--- src/pf_pkg.sv ---
// Shared constants for the trial-division factorization block.
`timescale 1ns / 1ps
`default_nettype none

package pf_pkg;

    localparam int VALUE_WIDTH_DEF = 31;
    localparam int FIRST_DIVISOR   = 2;

endpackage

`default_nettype wire

--- src/prime_factorization.sv ---
// Top level of the trial-division integer factorization block.
//
// Pulse start with value while busy is low; busy rises on the next cycle and stays high until
// the final factor is reported. Factors come out in ascending order, repeated per multiplicity,
// each on factor for exactly one cycle with valid high; the receiver cannot stall, so every
// strobe must be taken when it appears. The final result carries last. An input of 0 or 1
// gives one result with empty_res and last set, in the cycle after start, and busy never rises.
// Trial divisors are tried one at a time on the shared bit-serial divider, so the work per item
// grows with the largest divisor tried and the number of factors; the largest divisor tried is
// bounded by roughly sqrt(value).
`timescale 1ns / 1ps
`default_nettype none

module prime_factorization #(
    parameter int VALUE_WIDTH = pf_pkg::VALUE_WIDTH_DEF
) (
    input  wire logic                   clk,
    input  wire logic                   rst_n,
    input  wire logic                   start,
    output logic                        busy,
    input  wire logic [VALUE_WIDTH-1:0] value,
    output logic                        valid,
    output logic [VALUE_WIDTH-1:0]      factor,
    output logic                        last,
    output logic                        empty_res
);

    localparam logic [VALUE_WIDTH-1:0] FIRST_DIV = VALUE_WIDTH'(pf_pkg::FIRST_DIVISOR);

    typedef enum logic {
        S_IDLE,
        S_WAIT
    } state_t;

    state_t                 state_reg,  state_next;
    logic [VALUE_WIDTH-1:0] rem_reg,    rem_next;
    logic [VALUE_WIDTH-1:0] div_reg,    div_next;
    logic                   valid_reg,  valid_next;
    logic [VALUE_WIDTH-1:0] factor_reg, factor_next;
    logic                   last_reg,   last_next;
    logic                   empty_reg,  empty_next;

    logic                   go;
    logic [VALUE_WIDTH-1:0] go_dividend;
    logic [VALUE_WIDTH-1:0] go_divisor;
    logic                   dv_done;
    logic [VALUE_WIDTH-1:0] dv_quo;
    logic [VALUE_WIDTH-1:0] dv_rem;

    pf_div #(
        .W (VALUE_WIDTH)
    ) u_div (
        .clk       (clk),
        .rst_n     (rst_n),
        .go        (go),
        .dividend  (go_dividend),
        .divisor   (go_divisor),
        .done      (dv_done),
        .quotient  (dv_quo),
        .remainder (dv_rem)
    );

    always_comb
    begin
        state_next  = state_reg;
        rem_next    = rem_reg;
        div_next    = div_reg;
        valid_next  = 1'b0;
        factor_next = factor_reg;
        last_next   = 1'b0;
        empty_next  = 1'b0;
        go          = 1'b0;
        go_dividend = rem_reg;
        go_divisor  = div_reg;
        unique case (state_reg)
            S_IDLE:
            begin
                if (start)
                begin
                    if (value < FIRST_DIV)
                    begin
                        valid_next  = 1'b1;
                        factor_next = '0;
                        last_next   = 1'b1;
                        empty_next  = 1'b1;
                    end
                    else
                    begin
                        rem_next    = value;
                        div_next    = FIRST_DIV;
                        go          = 1'b1;
                        go_dividend = value;
                        go_divisor  = FIRST_DIV;
                        state_next  = S_WAIT;
                    end
                end
            end
            S_WAIT:
            begin
                if (dv_done)
                begin
                    priority if (div_reg > dv_quo)
                    begin
                        valid_next  = 1'b1;
                        factor_next = rem_reg;
                        last_next   = 1'b1;
                        state_next  = S_IDLE;
                    end
                    else if (dv_rem == '0)
                    begin
                        valid_next  = 1'b1;
                        factor_next = div_reg;
                        rem_next    = dv_quo;
                        go          = 1'b1;
                        go_dividend = dv_quo;
                    end
                    else
                    begin
                        div_next   = div_reg + 1'b1;
                        go         = 1'b1;
                        go_divisor = div_reg + 1'b1;
                    end
                end
            end
            default:
            begin
                state_next = S_IDLE;
            end
        endcase
    end

    always_ff @(posedge clk or negedge rst_n)
    begin
        if (!rst_n)
        begin
            state_reg <= S_IDLE;
            valid_reg <= 1'b0;
            last_reg  <= 1'b0;
            empty_reg <= 1'b0;
        end
        else
        begin
            state_reg <= state_next;
            valid_reg <= valid_next;
            last_reg  <= last_next;
            empty_reg <= empty_next;
        end
    end

    always_ff @(posedge clk)
    begin
        rem_reg    <= rem_next;
        div_reg    <= div_next;
        factor_reg <= factor_next;
    end

    assign busy      = (state_reg != S_IDLE);
    assign valid     = valid_reg;
    assign factor    = factor_reg;
    assign last      = last_reg;
    assign empty_res = empty_reg;

    a_mid_busy: assert property (@(posedge clk) disable iff (!rst_n)
        valid && !last |-> busy)
        else $error("non-final transfer while idle");

    a_last_idle: assert property (@(posedge clk) disable iff (!rst_n)
        valid && last |-> !busy)
        else $error("final transfer while still busy");

    a_empty_form: assert property (@(posedge clk) disable iff (!rst_n)
        valid && empty_res |-> last && (factor == '0))
        else $error("empty result malformed");

    a_factor_min: assert property (@(posedge clk) disable iff (!rst_n)
        valid && !empty_res |-> factor >= FIRST_DIV)
        else $error("factor below two");

    a_div_order: assert property (@(posedge clk) disable iff (!rst_n)
        busy && $past(busy) |-> div_reg >= $past(div_reg))
        else $error("trial divisor went backward");

endmodule

`default_nettype wire

--- src/pf_div.sv ---
// Restoring radix-2 divider, one quotient bit per cycle.
`timescale 1ns / 1ps
`default_nettype none

module pf_div #(
    parameter int W = pf_pkg::VALUE_WIDTH_DEF
) (
    input  wire logic         clk,
    input  wire logic         rst_n,
    input  wire logic         go,
    input  wire logic [W-1:0] dividend,
    input  wire logic [W-1:0] divisor,
    output logic              done,
    output logic [W-1:0]      quotient,
    output logic [W-1:0]      remainder
);

    localparam int CW = $clog2(W);

    logic          run_reg,  run_next;
    logic          done_reg, done_next;
    logic [CW-1:0] cnt_reg,  cnt_next;
    logic [W-1:0]  acc_reg,  acc_next;
    logic [W-1:0]  quo_reg,  quo_next;
    logic [W-1:0]  dsr_reg,  dsr_next;
    logic [W:0]    trial;
    logic [W:0]    diff;

    always_comb
    begin
        trial     = {acc_reg, quo_reg[W-1]};
        diff      = trial - {1'b0, dsr_reg};
        run_next  = run_reg;
        done_next = 1'b0;
        cnt_next  = cnt_reg;
        acc_next  = acc_reg;
        quo_next  = quo_reg;
        dsr_next  = dsr_reg;
        if (go)
        begin
            run_next = 1'b1;
            cnt_next = '0;
            acc_next = '0;
            quo_next = dividend;
            dsr_next = divisor;
        end
        else if (run_reg)
        begin
            if (diff[W])
            begin
                acc_next = trial[W-1:0];
                quo_next = {quo_reg[W-2:0], 1'b0};
            end
            else
            begin
                acc_next = diff[W-1:0];
                quo_next = {quo_reg[W-2:0], 1'b1};
            end
            cnt_next = cnt_reg + 1'b1;
            if (cnt_reg == CW'(W - 1))
            begin
                run_next  = 1'b0;
                done_next = 1'b1;
            end
        end
    end

    always_ff @(posedge clk or negedge rst_n)
    begin
        if (!rst_n)
        begin
            run_reg  <= 1'b0;
            done_reg <= 1'b0;
            cnt_reg  <= '0;
        end
        else
        begin
            run_reg  <= run_next;
            done_reg <= done_next;
            cnt_reg  <= cnt_next;
        end
    end

    always_ff @(posedge clk)
    begin
        acc_reg <= acc_next;
        quo_reg <= quo_next;
        dsr_reg <= dsr_next;
    end

    assign done      = done_reg;
    assign quotient  = quo_reg;
    assign remainder = acc_reg;

endmodule

`default_nettype wire
--- config.mk ---
export PLATFORM = sky130hd
export DESIGN_NAME = prime_factorization
export DESIGN_NICKNAME = d
export VERILOG_FILES = /design/src/pf_pkg.sv /design/src/prime_factorization.sv /design/src/pf_div.sv
export SDC_FILE = /design/constraint.sdc
export NUM_CORES = 1
export LEC_CHECK = 0
export ABC_AREA = 1
export BUFFER_PORTS_ARGS = -buffer_cell sky130_fd_sc_hd__buf_4
export CAP_MARGIN = 20
export CELL_PAD_IN_SITES_DETAIL_PLACEMENT = 1
export CELL_PAD_IN_SITES_GLOBAL_PLACEMENT = 1
export CORE_MARGIN = 2
export CORE_UTILIZATION = 49
export DETAILED_ROUTE_END_ITERATION = 8
export PLACE_DENSITY = 0.95
export SETUP_SLACK_MARGIN = 0.4
export SKIP_CTS_REPAIR_TIMING = 1
export SLEW_MARGIN = 25
export SYNTH_ARGS = -nofsm -noshare
export SYNTH_HDL_FRONTEND = slang
export SYNTH_SLANG_ARGS = --single-unit
--- constraint.sdc ---
create_clock -name clk -period 4.94 [get_ports clk]
set_clock_uncertainty 0.1 [all_clocks]
set_input_delay 0.247 -clock clk [delete_from_list [all_inputs] [get_ports clk]]
set_output_delay 0.247 -clock clk [all_outputs]
set_load 0.005 [all_outputs]
==> report_table.html, run 1 <==
<table>
<tr><th>Metric</th><th>Value</th></tr>
<tr><th colspan="2">Outcome</th></tr>
<tr><td>Outcome</td><td>complete, but fails checks</td></tr>
<tr><td>Violated checks</td><td>negative hold slack</td></tr>
<tr><th colspan="2">Clocking</th></tr>
<tr><td>Reg clk slew, reported paths</td><td>0.08 ns</td></tr>
<tr><td>H-tree depth reported by CTS</td><td>4</td></tr>
<tr><td>Library cell used as clock root buffer</td><td>clkbuf_16</td></tr>
<tr><td>Number of buffers added by the clock tree synthesis step</td><td>17</td></tr>
<tr><td>Skew-Pair Late Insertion Delay</td><td>0.46 ns</td></tr>
<tr><td>TritonCTS Sinks</td><td>197</td></tr>
<tr><td>CTS tree</td><td>done</td></tr>
<tr><td>Maximum count of clock buffers along a single path</td><td>2</td></tr>
<tr><th colspan="2">Synth</th></tr>
<tr><td>Async set or reset register ratio after synthesis</td><td>5.58%</td></tr>
<tr><td>Synth Area per Inst</td><td>7.21 sq um</td></tr>
<tr><td>Number of warnings printed during yosys synthesis</td><td>0</td></tr>
<tr><td>Synth unique cells</td><td>51</td></tr>
<tr><td>Synth Net Count</td><td>1816</td></tr>
<tr><td>Primary flip-flop cell chosen by synthesis mapping</td><td>edfxtp_1</td></tr>
<tr><td>Flop and latch count out of synthesis</td><td>197</td></tr>
<tr><td>Cell area after synthesis</td><td>12400 sq um</td></tr>
<tr><td>Fraction of the yosys area taken by sequential cells</td><td>39.9%</td></tr>
<tr><td>Mapped Cells</td><td>1716</td></tr>
<tr><td>Number of synthesized flops with an enable pin</td><td>93</td></tr>
<tr><th colspan="2">Finish</th></tr>
<tr><td>Inserted Diodes</td><td>0</td></tr>
<tr><td>Proportion of layout cells with a drive suffix above 1</td><td>8.61%</td></tr>
<tr><td>Post-layout nets</td><td>1864</td></tr>
<tr><td>Relative area change from synthesis to final layout</td><td>10.8%</td></tr>
<tr><td>Core occupancy in the finished layout</td><td>54.9%</td></tr>
<tr><th colspan="2">Power and ir drop</th></tr>
<tr><td>Maximum resistive drop on vdd</td><td>543 uV</td></tr>
<tr><td>Leakage power</td><td>0.00642 uW</td></tr>
<tr><td>Power density over the cells</td><td>687 nW/um^2</td></tr>
<tr><th colspan="2">Timing</th></tr>
<tr><td>Count of pins over their slew limit</td><td>0</td></tr>
<tr><td>Worst hold margin</td><td>-0.0342 ns</td></tr>
<tr><td>Final worst-path cycle share</td><td>88.0%</td></tr>
<tr><td>Total count of hold-check failures in the final report</td><td>2</td></tr>
<tr><td>Slew of the pin with the lowest slew margin</td><td>1.12 ns</td></tr>
<tr><td>Unrepaired setup endpoints after global routing</td><td>false</td></tr>
<tr><td>Max-Slew Margin vs Limit</td><td>25.4%</td></tr>
<tr><td>Min Clock Period, post-route</td><td>4.35 ns</td></tr>
<tr><td>FMAX</td><td>0.230 GHz</td></tr>
<tr><td>Total setup violations reported at the end of the flow</td><td>0</td></tr>
<tr><td>Accumulated negative setup slack</td><td>0 ns</td></tr>
<tr><th colspan="2">Routing</th></tr>
<tr><td>Number of violations reported at the end of detailed-routing iteration 0</td><td>1038</td></tr>
<tr><td>Routed via count</td><td>12518</td></tr>
<tr><td>Detail-routed via count per cell</td><td>5.94</td></tr>
<tr><td>DRC</td><td>0</td></tr>
<tr><td>Routed WL per cell</td><td>21.7 um</td></tr>
<tr><td>Residual antenna-violating net count after detailed routing</td><td>0</td></tr>
<tr><td>Total Wirelength</td><td>45.7 mm</td></tr>
<tr><td>DRT Pass-1 Iters</td><td>7</td></tr>
<tr><th colspan="2">Global routing</th></tr>
<tr><td>Maximum number of pins on one net before global-route repair</td><td>71</td></tr>
<tr><td>Number of global-route vias before repair</td><td>13182</td></tr>
<tr><td>Number of antenna violations at the first check in global routing</td><td>0</td></tr>
<tr><td>Residual overflow from global routing</td><td>0</td></tr>
<tr><td>Overall Global Routing Usage</td><td>35.1%</td></tr>
<tr><td>Wire length of the first global-routing pass</td><td>71.8 mm</td></tr>
<tr><th colspan="2">Worst hold path</th></tr>
<tr><td>Hold crit path type</td><td>in -&gt; reg</td></tr>
<tr><th colspan="2">Floorplan</th></tr>
<tr><td>Overall die area</td><td>26500 sq um</td></tr>
<tr><td>Die span in x</td><td>163 um</td></tr>
<tr><td>Starting Density</td><td>49.6%</td></tr>
<tr><td>Die boundary height</td><td>163 um</td></tr>
<tr><td>I/O pins</td><td>69</td></tr>
<tr><td>Std-Cell Core Area</td><td>25000 sq um</td></tr>
<tr><td>Floorplan row count</td><td>58</td></tr>
<tr><th colspan="2">Critical path</th></tr>
<tr><td>Data required time of the worst path</td><td>4.94 ns</td></tr>
<tr><td>Data arrival time of the critical path</td><td>4.35 ns</td></tr>
<tr><td>Start-to-end type of the worst setup path</td><td>reg -&gt; reg</td></tr>
<tr><td>Critical Path End Type</td><td>register</td></tr>
<tr><td>Largest driver fanout on the critical path</td><td>70</td></tr>
<tr><td>Critical path launch point type</td><td>register</td></tr>
<tr><th colspan="2">Placed design</th></tr>
<tr><td>Half-perimeter wire length of the detailed placement result</td><td>30.5 mm</td></tr>
<tr><td>Final estimated routing congestion in global placement</td><td>0.933</td></tr>
<tr><td>Port buffer count</td><td>68</td></tr>
<tr><th colspan="2">Job</th></tr>
<tr><td>Max cap viols</td><td>0</td></tr>
</table>
-- power breakdown --
group / total, uW / switching [uW] / leakage (uW) / internal (uW)
Combinational: 4860 / 3340 / 0.00434 / 1520
Sequential: 3050 / 560 / 0.00179 / 2490
Clock: 1490 / 733 / 0.000293 / 762
-- worst max-delay path: stages, from the launching register on --
cell and delay, ns:
dfxtp_1 0.54, ha_1 0.33, nand2_1 0.09, inv_1 0.07, nand2_1 0.08, nand2_1 0.08, nand2_1 0.07, nand2_1 0.06
a21oi_1 0.49, nand2_2 0.15, nand2_4 0.36, nand2_4 0.34, nand2_8 0.53, nor2_8 0.15, inv_6 0.42
-- stage by stage --
| stage | hold slack [ns] | total power [uW] | setup WS, ns | cells | area [sq um] |
|---|---|---|---|---|---|
| final | -0.0342 | 9410 | 0.592 | 2107 | 13700 |
| after global routing | -0.00712 | 10000 | 0.490 | 2107 | 13700 |
| after CTS | -0.484 | 9260 | 0.755 | 2098 | 13600 |
| after detailed placement | -0.00318 | 7580 | 0.884 | 2066 | 13000 |
| after global placement | -0.00638 | 7240 | 1.00 | 2066 | 13000 |
| after floorplan | -0.149 | 6260 | 2.25 | 1716 | 12400 |
-- cell usage in the layout, fill, tap and decap left out, types with 3 or more instances in the layout --
cell / synthesis / final
o21ai_2: 9 / 9
a22oi_2: 6 / 6
clkinv_1: 3 / 4
ha_1: 65 / 65
dfrtp_1: 11 / 10
inv_8: 0 / 4
nand2_1: 535 / 535
inv_6: 0 / 3
edfxtp_1: 93 / 93
nand2_2: 6 / 6
a21o_1: 6 / 6
a21oi_1: 75 / 75
dlygate4sd3_1: 0 / 9
o21ai_1: 38 / 38
clkinv_2: 0 / 3
o211ai_1: 7 / 7
nor2_4: 2 / 3
xor2_1: 13 / 13
nand3_2: 3 / 3
nand4_1: 27 / 27
nor2_1: 155 / 155
nor3_2: 4 / 4
clkbuf_16: 0 / 17
a22oi_1: 6 / 6
nand2_4: 3 / 3
inv_1: 231 / 231
xnor2_1: 17 / 17
buf_4: 8 / 74
nand3_1: 88 / 88
nor3_1: 17 / 17
o21ai_0: 120 / 120
dfxtp_1: 93 / 93
-- Yosys cell counts (all sizes together), types with 2 or more instances --
| cell type | n | area (sq um) |
|---|---|---|
| edfxtp | 93 | 2790 |
| o21bai | 2 | 15.0 |
| nand3 | 91 | 470 |
| nand4 | 28 | 181 |
| and3 | 2 | 12.5 |
| o22ai | 2 | 12.5 |
| buf | 41 | 287 |
| nor2 | 161 | 643 |
| nor3 | 21 | 125 |
| ha | 65 | 813 |
| o21ai | 167 | 870 |
| a21o | 6 | 45.0 |
| nand3b | 2 | 15.0 |
| xor2 | 13 | 114 |
| clkinv | 3 | 11.3 |
| clkbuf | 13 | 50.0 |
| dfxtp | 93 | 1860 |
| dfrtp | 11 | 275 |
| a21oi | 78 | 402 |
| nand2 | 545 | 2100 |
| xnor2 | 17 | 149 |
| o211ai | 7 | 52.6 |
| inv | 235 | 887 |
| or2 | 3 | 18.8 |
| a22oi | 12 | 120 |
-- final timing paths --
check | cells past startpoint | endpoint | slack, ns | startpoint
worst max-delay path | 14 | u_div.quotient[13] | 0.59 | div_reg[26]
worst min register to register | 2 | rem_reg[23] | 0.38 | rem_reg[23]
worst min-delay path | 3 | rem_reg[11] | -0.03 | value[11]
max in group asynchronous | 2 | busy | 4.43 | rst_n
worst max register to register | 14 | u_div.quotient[13] | 0.59 | div_reg[26]
min in group asynchronous | 2 | u_div.run_reg | 0.13 | rst_n
-- layout make-up --
class	instances	area (sq um)
timing repair buffer	83	646
sequential	197	4930
multi-input combinational	1227	6220
clock inverter	15	166
inverter	238	901
fill	3209	11300
tap	330	413
clock buffer	17	425
-- routing by layer --
layer | wire length (um) | track usage (%)
met2 | 21700 | 58.2
met3 | 3250 | 7.00
met5 | 0 | 0
met1 | 18200 | 42.6
met4 | 2550 | 19.9
-- kinds of logic (layout without fill, tap and decap cells) --
logic type	after synthesis	after routing	share of synthesized area, %
AND/OR/NAND/NOR	855	855	28.9
buffers and inverters	292	353	9.98
AO/OA/AOI/OAI	276	276	12.4
flip-flops	197	197	39.9
adder cells (fa/ha/maj)	66	66	6.74
XOR/XNOR	30	30	2.12
No activity file was read; power rests on OpenSTA's default activity.
==> run 2, diff against run 1 <==
--- a/config.mk
+++ b/config.mk
@@ -11,9 +11,9 @@
 export CELL_PAD_IN_SITES_DETAIL_PLACEMENT = 1
 export CELL_PAD_IN_SITES_GLOBAL_PLACEMENT = 1
 export CORE_MARGIN = 2
-export CORE_UTILIZATION = 49
+export CORE_UTILIZATION = 41
 export DETAILED_ROUTE_END_ITERATION = 8
-export PLACE_DENSITY = 0.95
+export PLACE_DENSITY = 0.87
 export SETUP_SLACK_MARGIN = 0.4
 export SKIP_CTS_REPAIR_TIMING = 1
 export SLEW_MARGIN = 25
==> constraint.sdc (replaced) <==
create_clock -name clk -period 4 [get_ports clk]
set_clock_uncertainty 0.1 [all_clocks]
set_input_delay 0.2 -clock clk [delete_from_list [all_inputs] [get_ports clk]]
set_output_delay 0.2 -clock clk [all_outputs]
set_load 0.005 [all_outputs]
==> run 2 against run 1 <==
The run still ends with negative hold slack left. Sequential power rose by 22%. Fmax rose by 26%. Largest cell class unchanged. Clock-buffer cell count up 1.
==> report_table.html, run 2 (synthesis gave the netlist of run 1 again) <==
<table>
<tr><th>Metric</th><th>Value</th></tr>
<tr><th colspan="2">Critical path</th></tr>
<tr><td>Cell repeated most along the worst path</td><td>nand2_1</td></tr>
<tr><td>Critical Path End Type</td><td>register</td></tr>
<tr><td>Worst path max stage delay</td><td>0.66 ns (+0.12 ns)</td></tr>
<tr><td>Data arrival time of the critical path</td><td>3.66 ns (-0.69 ns)</td></tr>
<tr><td>Buf/Inv on CP</td><td>2 (unchanged)</td></tr>
<tr><td>CP Cell Sequence</td><td>inv_1, ha_1, nand2_1, nor2_1, nand4_1, nor2_1, nand2_1, nand2_2, nand2_4, nand2_4, nand2_8, inv_2, nand2_1, nand2_1</td></tr>
<tr><td>Start-to-end type of the worst setup path</td><td>reg -&gt; reg</td></tr>
<tr><td>Kind of cell adding the most delay to the critical path</td><td>simple AND/OR/NAND/NOR gates</td></tr>
<tr><td>Data required time of the worst path</td><td>4.22 ns (-0.72 ns)</td></tr>
<tr><td>Largest driver fanout on the critical path</td><td>39 (-44%)</td></tr>
<tr><td>Crit path max-delay cell type</td><td>inv_2</td></tr>
<tr><td>Critical path launch point type</td><td>register</td></tr>
<tr><th colspan="2">Timing</th></tr>
<tr><td>Accumulated negative setup slack</td><td>0 ns (unchanged)</td></tr>
<tr><td>Slew of the pin with the lowest slew margin</td><td>0.775 ns (-0.341 ns)</td></tr>
<tr><td>FMAX</td><td>0.290 GHz (+26%)</td></tr>
<tr><td>Count of pins over their slew limit</td><td>0 (unchanged)</td></tr>
<tr><td>Max-Slew Margin vs Limit</td><td>48.3% (+23 points)</td></tr>
<tr><td>Final worst-path cycle share</td><td>86.1% (-1.9 points)</td></tr>
<tr><td>Unrepaired setup endpoints after global routing</td><td>true</td></tr>
<tr><td>Total setup violations reported at the end of the flow</td><td>0 (unchanged)</td></tr>
<tr><td>Worst hold margin</td><td>-0.0225 ns (+0.0117 ns)</td></tr>
<tr><td>Total count of hold-check failures in the final report</td><td>3 (+1)</td></tr>
<tr><td>Min Clock Period, post-route</td><td>3.44 ns (-0.904 ns)</td></tr>
<tr><th colspan="2">Routing</th></tr>
<tr><td>Highest routed layer</td><td>met4</td></tr>
<tr><td>DRT Pass-1 Iters</td><td>5 (-2)</td></tr>
<tr><td>Detail-routed via count per cell</td><td>5.39 (-9.2%)</td></tr>
<tr><td>DRC</td><td>0 (unchanged)</td></tr>
<tr><td>Routed WL per cell</td><td>19.0 um (-12%)</td></tr>
<tr><td>Total Wirelength</td><td>41.5 mm (-9.3%)</td></tr>
<tr><td>Routed via count</td><td>11776 (-5.9%)</td></tr>
<tr><td>Residual antenna-violating net count after detailed routing</td><td>0 (unchanged)</td></tr>
<tr><td>Met2 routed WL</td><td>20.2 mm (-7.0%)</td></tr>
<tr><td>Number of violations reported at the end of detailed-routing iteration 0</td><td>724 (-30%)</td></tr>
<tr><td>DRT met1 WL</td><td>18.4 mm (+1.3%)</td></tr>
<tr><td>Metal3 WL</td><td>1.84 mm (-44%)</td></tr>
<tr><th colspan="2">Clocking</th></tr>
<tr><td>Maximum count of clock buffers along a single path</td><td>2 (unchanged)</td></tr>
<tr><td>Reg clk slew, reported paths</td><td>0.07 ns (about the same)</td></tr>
<tr><td>TritonCTS Sinks</td><td>197 (unchanged)</td></tr>
<tr><td>Library cell used as clock root buffer</td><td>clkbuf_16</td></tr>
<tr><td>Skew-Pair Late Insertion Delay</td><td>0.45 ns (about the same)</td></tr>
<tr><td>H-tree depth reported by CTS</td><td>4 (unchanged)</td></tr>
<tr><td>CTS tree</td><td>done</td></tr>
<tr><td>Number of buffers added by the clock tree synthesis step</td><td>17 (unchanged)</td></tr>
<tr><th colspan="2">Finish</th></tr>
<tr><td>Multi-input logic area</td><td>6210 sq um (-0.12%)</td></tr>
<tr><td>Post-layout nets</td><td>1880 (+0.86%)</td></tr>
<tr><td>Fill cell count</td><td>3834 (+19%)</td></tr>
<tr><td>Commonest cells after routing, fill and taps aside</td><td>nand2_1, inv_1, nor2_1</td></tr>
<tr><td>Proportion of layout cells with a drive suffix above 1</td><td>8.92% (+0.31 points)</td></tr>
<tr><td>Inserted Diodes</td><td>0 (unchanged)</td></tr>
<tr><td>Sequential cell area</td><td>4930 sq um (about the same)</td></tr>
<tr><td>Commonest non-fill, non-tap cell in the layout</td><td>nand2_1</td></tr>
<tr><td>Relative area change from synthesis to final layout</td><td>11.9%</td></tr>
<tr><th colspan="2">Floorplan</th></tr>
<tr><td>Die span in x</td><td>178 um (+9.1%)</td></tr>
<tr><td>Std-Cell Core Area</td><td>29600 sq um (+19%)</td></tr>
<tr><td>I/O pins</td><td>69 (unchanged)</td></tr>
<tr><td>Starting Density</td><td>41.7% (-7.8 points)</td></tr>
<tr><td>Overall die area</td><td>31600 sq um (+19%)</td></tr>
<tr><td>Die boundary height</td><td>178 um (+9.1%)</td></tr>
<tr><td>Floorplan row count</td><td>63 (+8.6%)</td></tr>
<tr><th colspan="2">Global routing</th></tr>
<tr><td>Number of global-route vias before repair</td><td>12123 (-8.0%)</td></tr>
<tr><td>Residual overflow from global routing</td><td>0 (unchanged)</td></tr>
<tr><td>Wire length of the first global-routing pass</td><td>65.2 mm (-9.1%)</td></tr>
<tr><td>Overall Global Routing Usage</td><td>26.5% (-8.6 points)</td></tr>
<tr><td>Number of antenna violations at the first check in global routing</td><td>0 (unchanged)</td></tr>
<tr><td>Maximum number of pins on one net before global-route repair</td><td>49 (-31%)</td></tr>
<tr><th colspan="2">Placed design</th></tr>
<tr><td>Final estimated routing congestion in global placement</td><td>0.928 (-0.50%)</td></tr>
<tr><td>Half-perimeter wire length of the detailed placement result</td><td>30.3 mm (-0.62%)</td></tr>
<tr><td>Port buffer count</td><td>68 (unchanged)</td></tr>
<tr><th colspan="2">Job</th></tr>
<tr><td>Max cap viols</td><td>0 (unchanged)</td></tr>
<tr><th colspan="2">Worst hold path</th></tr>
<tr><td>Hold crit path type</td><td>in -&gt; reg</td></tr>
<tr><th colspan="2">Power and ir drop</th></tr>
<tr><td>Overall power</td><td>11200 uW (+19%)</td></tr>
<tr><td>Power density over the cells</td><td>811 nW/um^2 (+18%)</td></tr>
<tr><td>Leakage power</td><td>0.00647 uW (+0.69%)</td></tr>
<tr><td>Maximum resistive drop on vdd</td><td>264 uV (-51%)</td></tr>
<tr><th colspan="2">Outcome</th></tr>
<tr><td>Outcome</td><td>complete, but fails checks</td></tr>
<tr><td>Violated checks</td><td>negative hold slack</td></tr>
</table>
## run 2: final cells by class
type                       count  share of cell area, %
sequential                   197                   35.6
tap                          390                   3.52
clock inverter                14                  0.786
inverter                     238                   6.51
clock buffer                  18                   3.10
timing repair buffer          99                   5.60
multi-input combinational   1227                   44.9
## run 2: worst min-delay path, stage by stage
cell     delay (ns)
buf_4          0.09
nand2_1        0.04
o21ai_0        0.06
inv_1          0.05
nand2_1        0.05
## run 2: layer usage
layer,track usage [%],up-vias
li1,-,5664
met2,45.8,323
met1,34.5,5728
met3,3.04,61
met5,0,-
met4,8.40,0
## run 2: path summary, 6_finish.rpt
| kind | from | slack [ns] | end | cells past startpoint |
|---|---|---|---|---|
| setup / recovery | u_div.quotient[30] | 0.56 | u_div.quotient[19] | 14 |
| hold / removal | value[24] | -0.02 | rem_reg[24] | 5 |
| setup reg to reg | u_div.quotient[30] | 0.56 | u_div.quotient[19] | 14 |
| hold reg to reg | rem_reg[4] | 0.37 | rem_reg[4] | 2 |
| max in group asynchronous | rst_n | 3.57 | busy | 2 |
| min in group asynchronous | rst_n | 0.04 | u_div.cnt_reg[1] | 2 |
## run 2: power by group
part	leakage [uW]	internal (uW)	total [uW]	switching (uW)
sequential	0.00179	3080	3720	641
combinational	0.00442	1920	5850	3920
clock	0.000261	854	1660	808
total	0.00647	5860	11200	5370
## run 2: through the flow
stage                     hold slack, ns  utilization (%)  std cells  area, sq um  setup WS [ns]
after floorplan                   -0.196                -       1716        12400           1.31
after global placement           -0.0452             44.4       2138        13200          0.502
after detailed placement         -0.0421             44.4       2138        13200          0.428
after CTS                         -0.514             46.3       2170        13700          0.377
after global routing              0.0162             46.7       2183        13800          0.343
final                            -0.0225             46.7       2183        13800          0.555
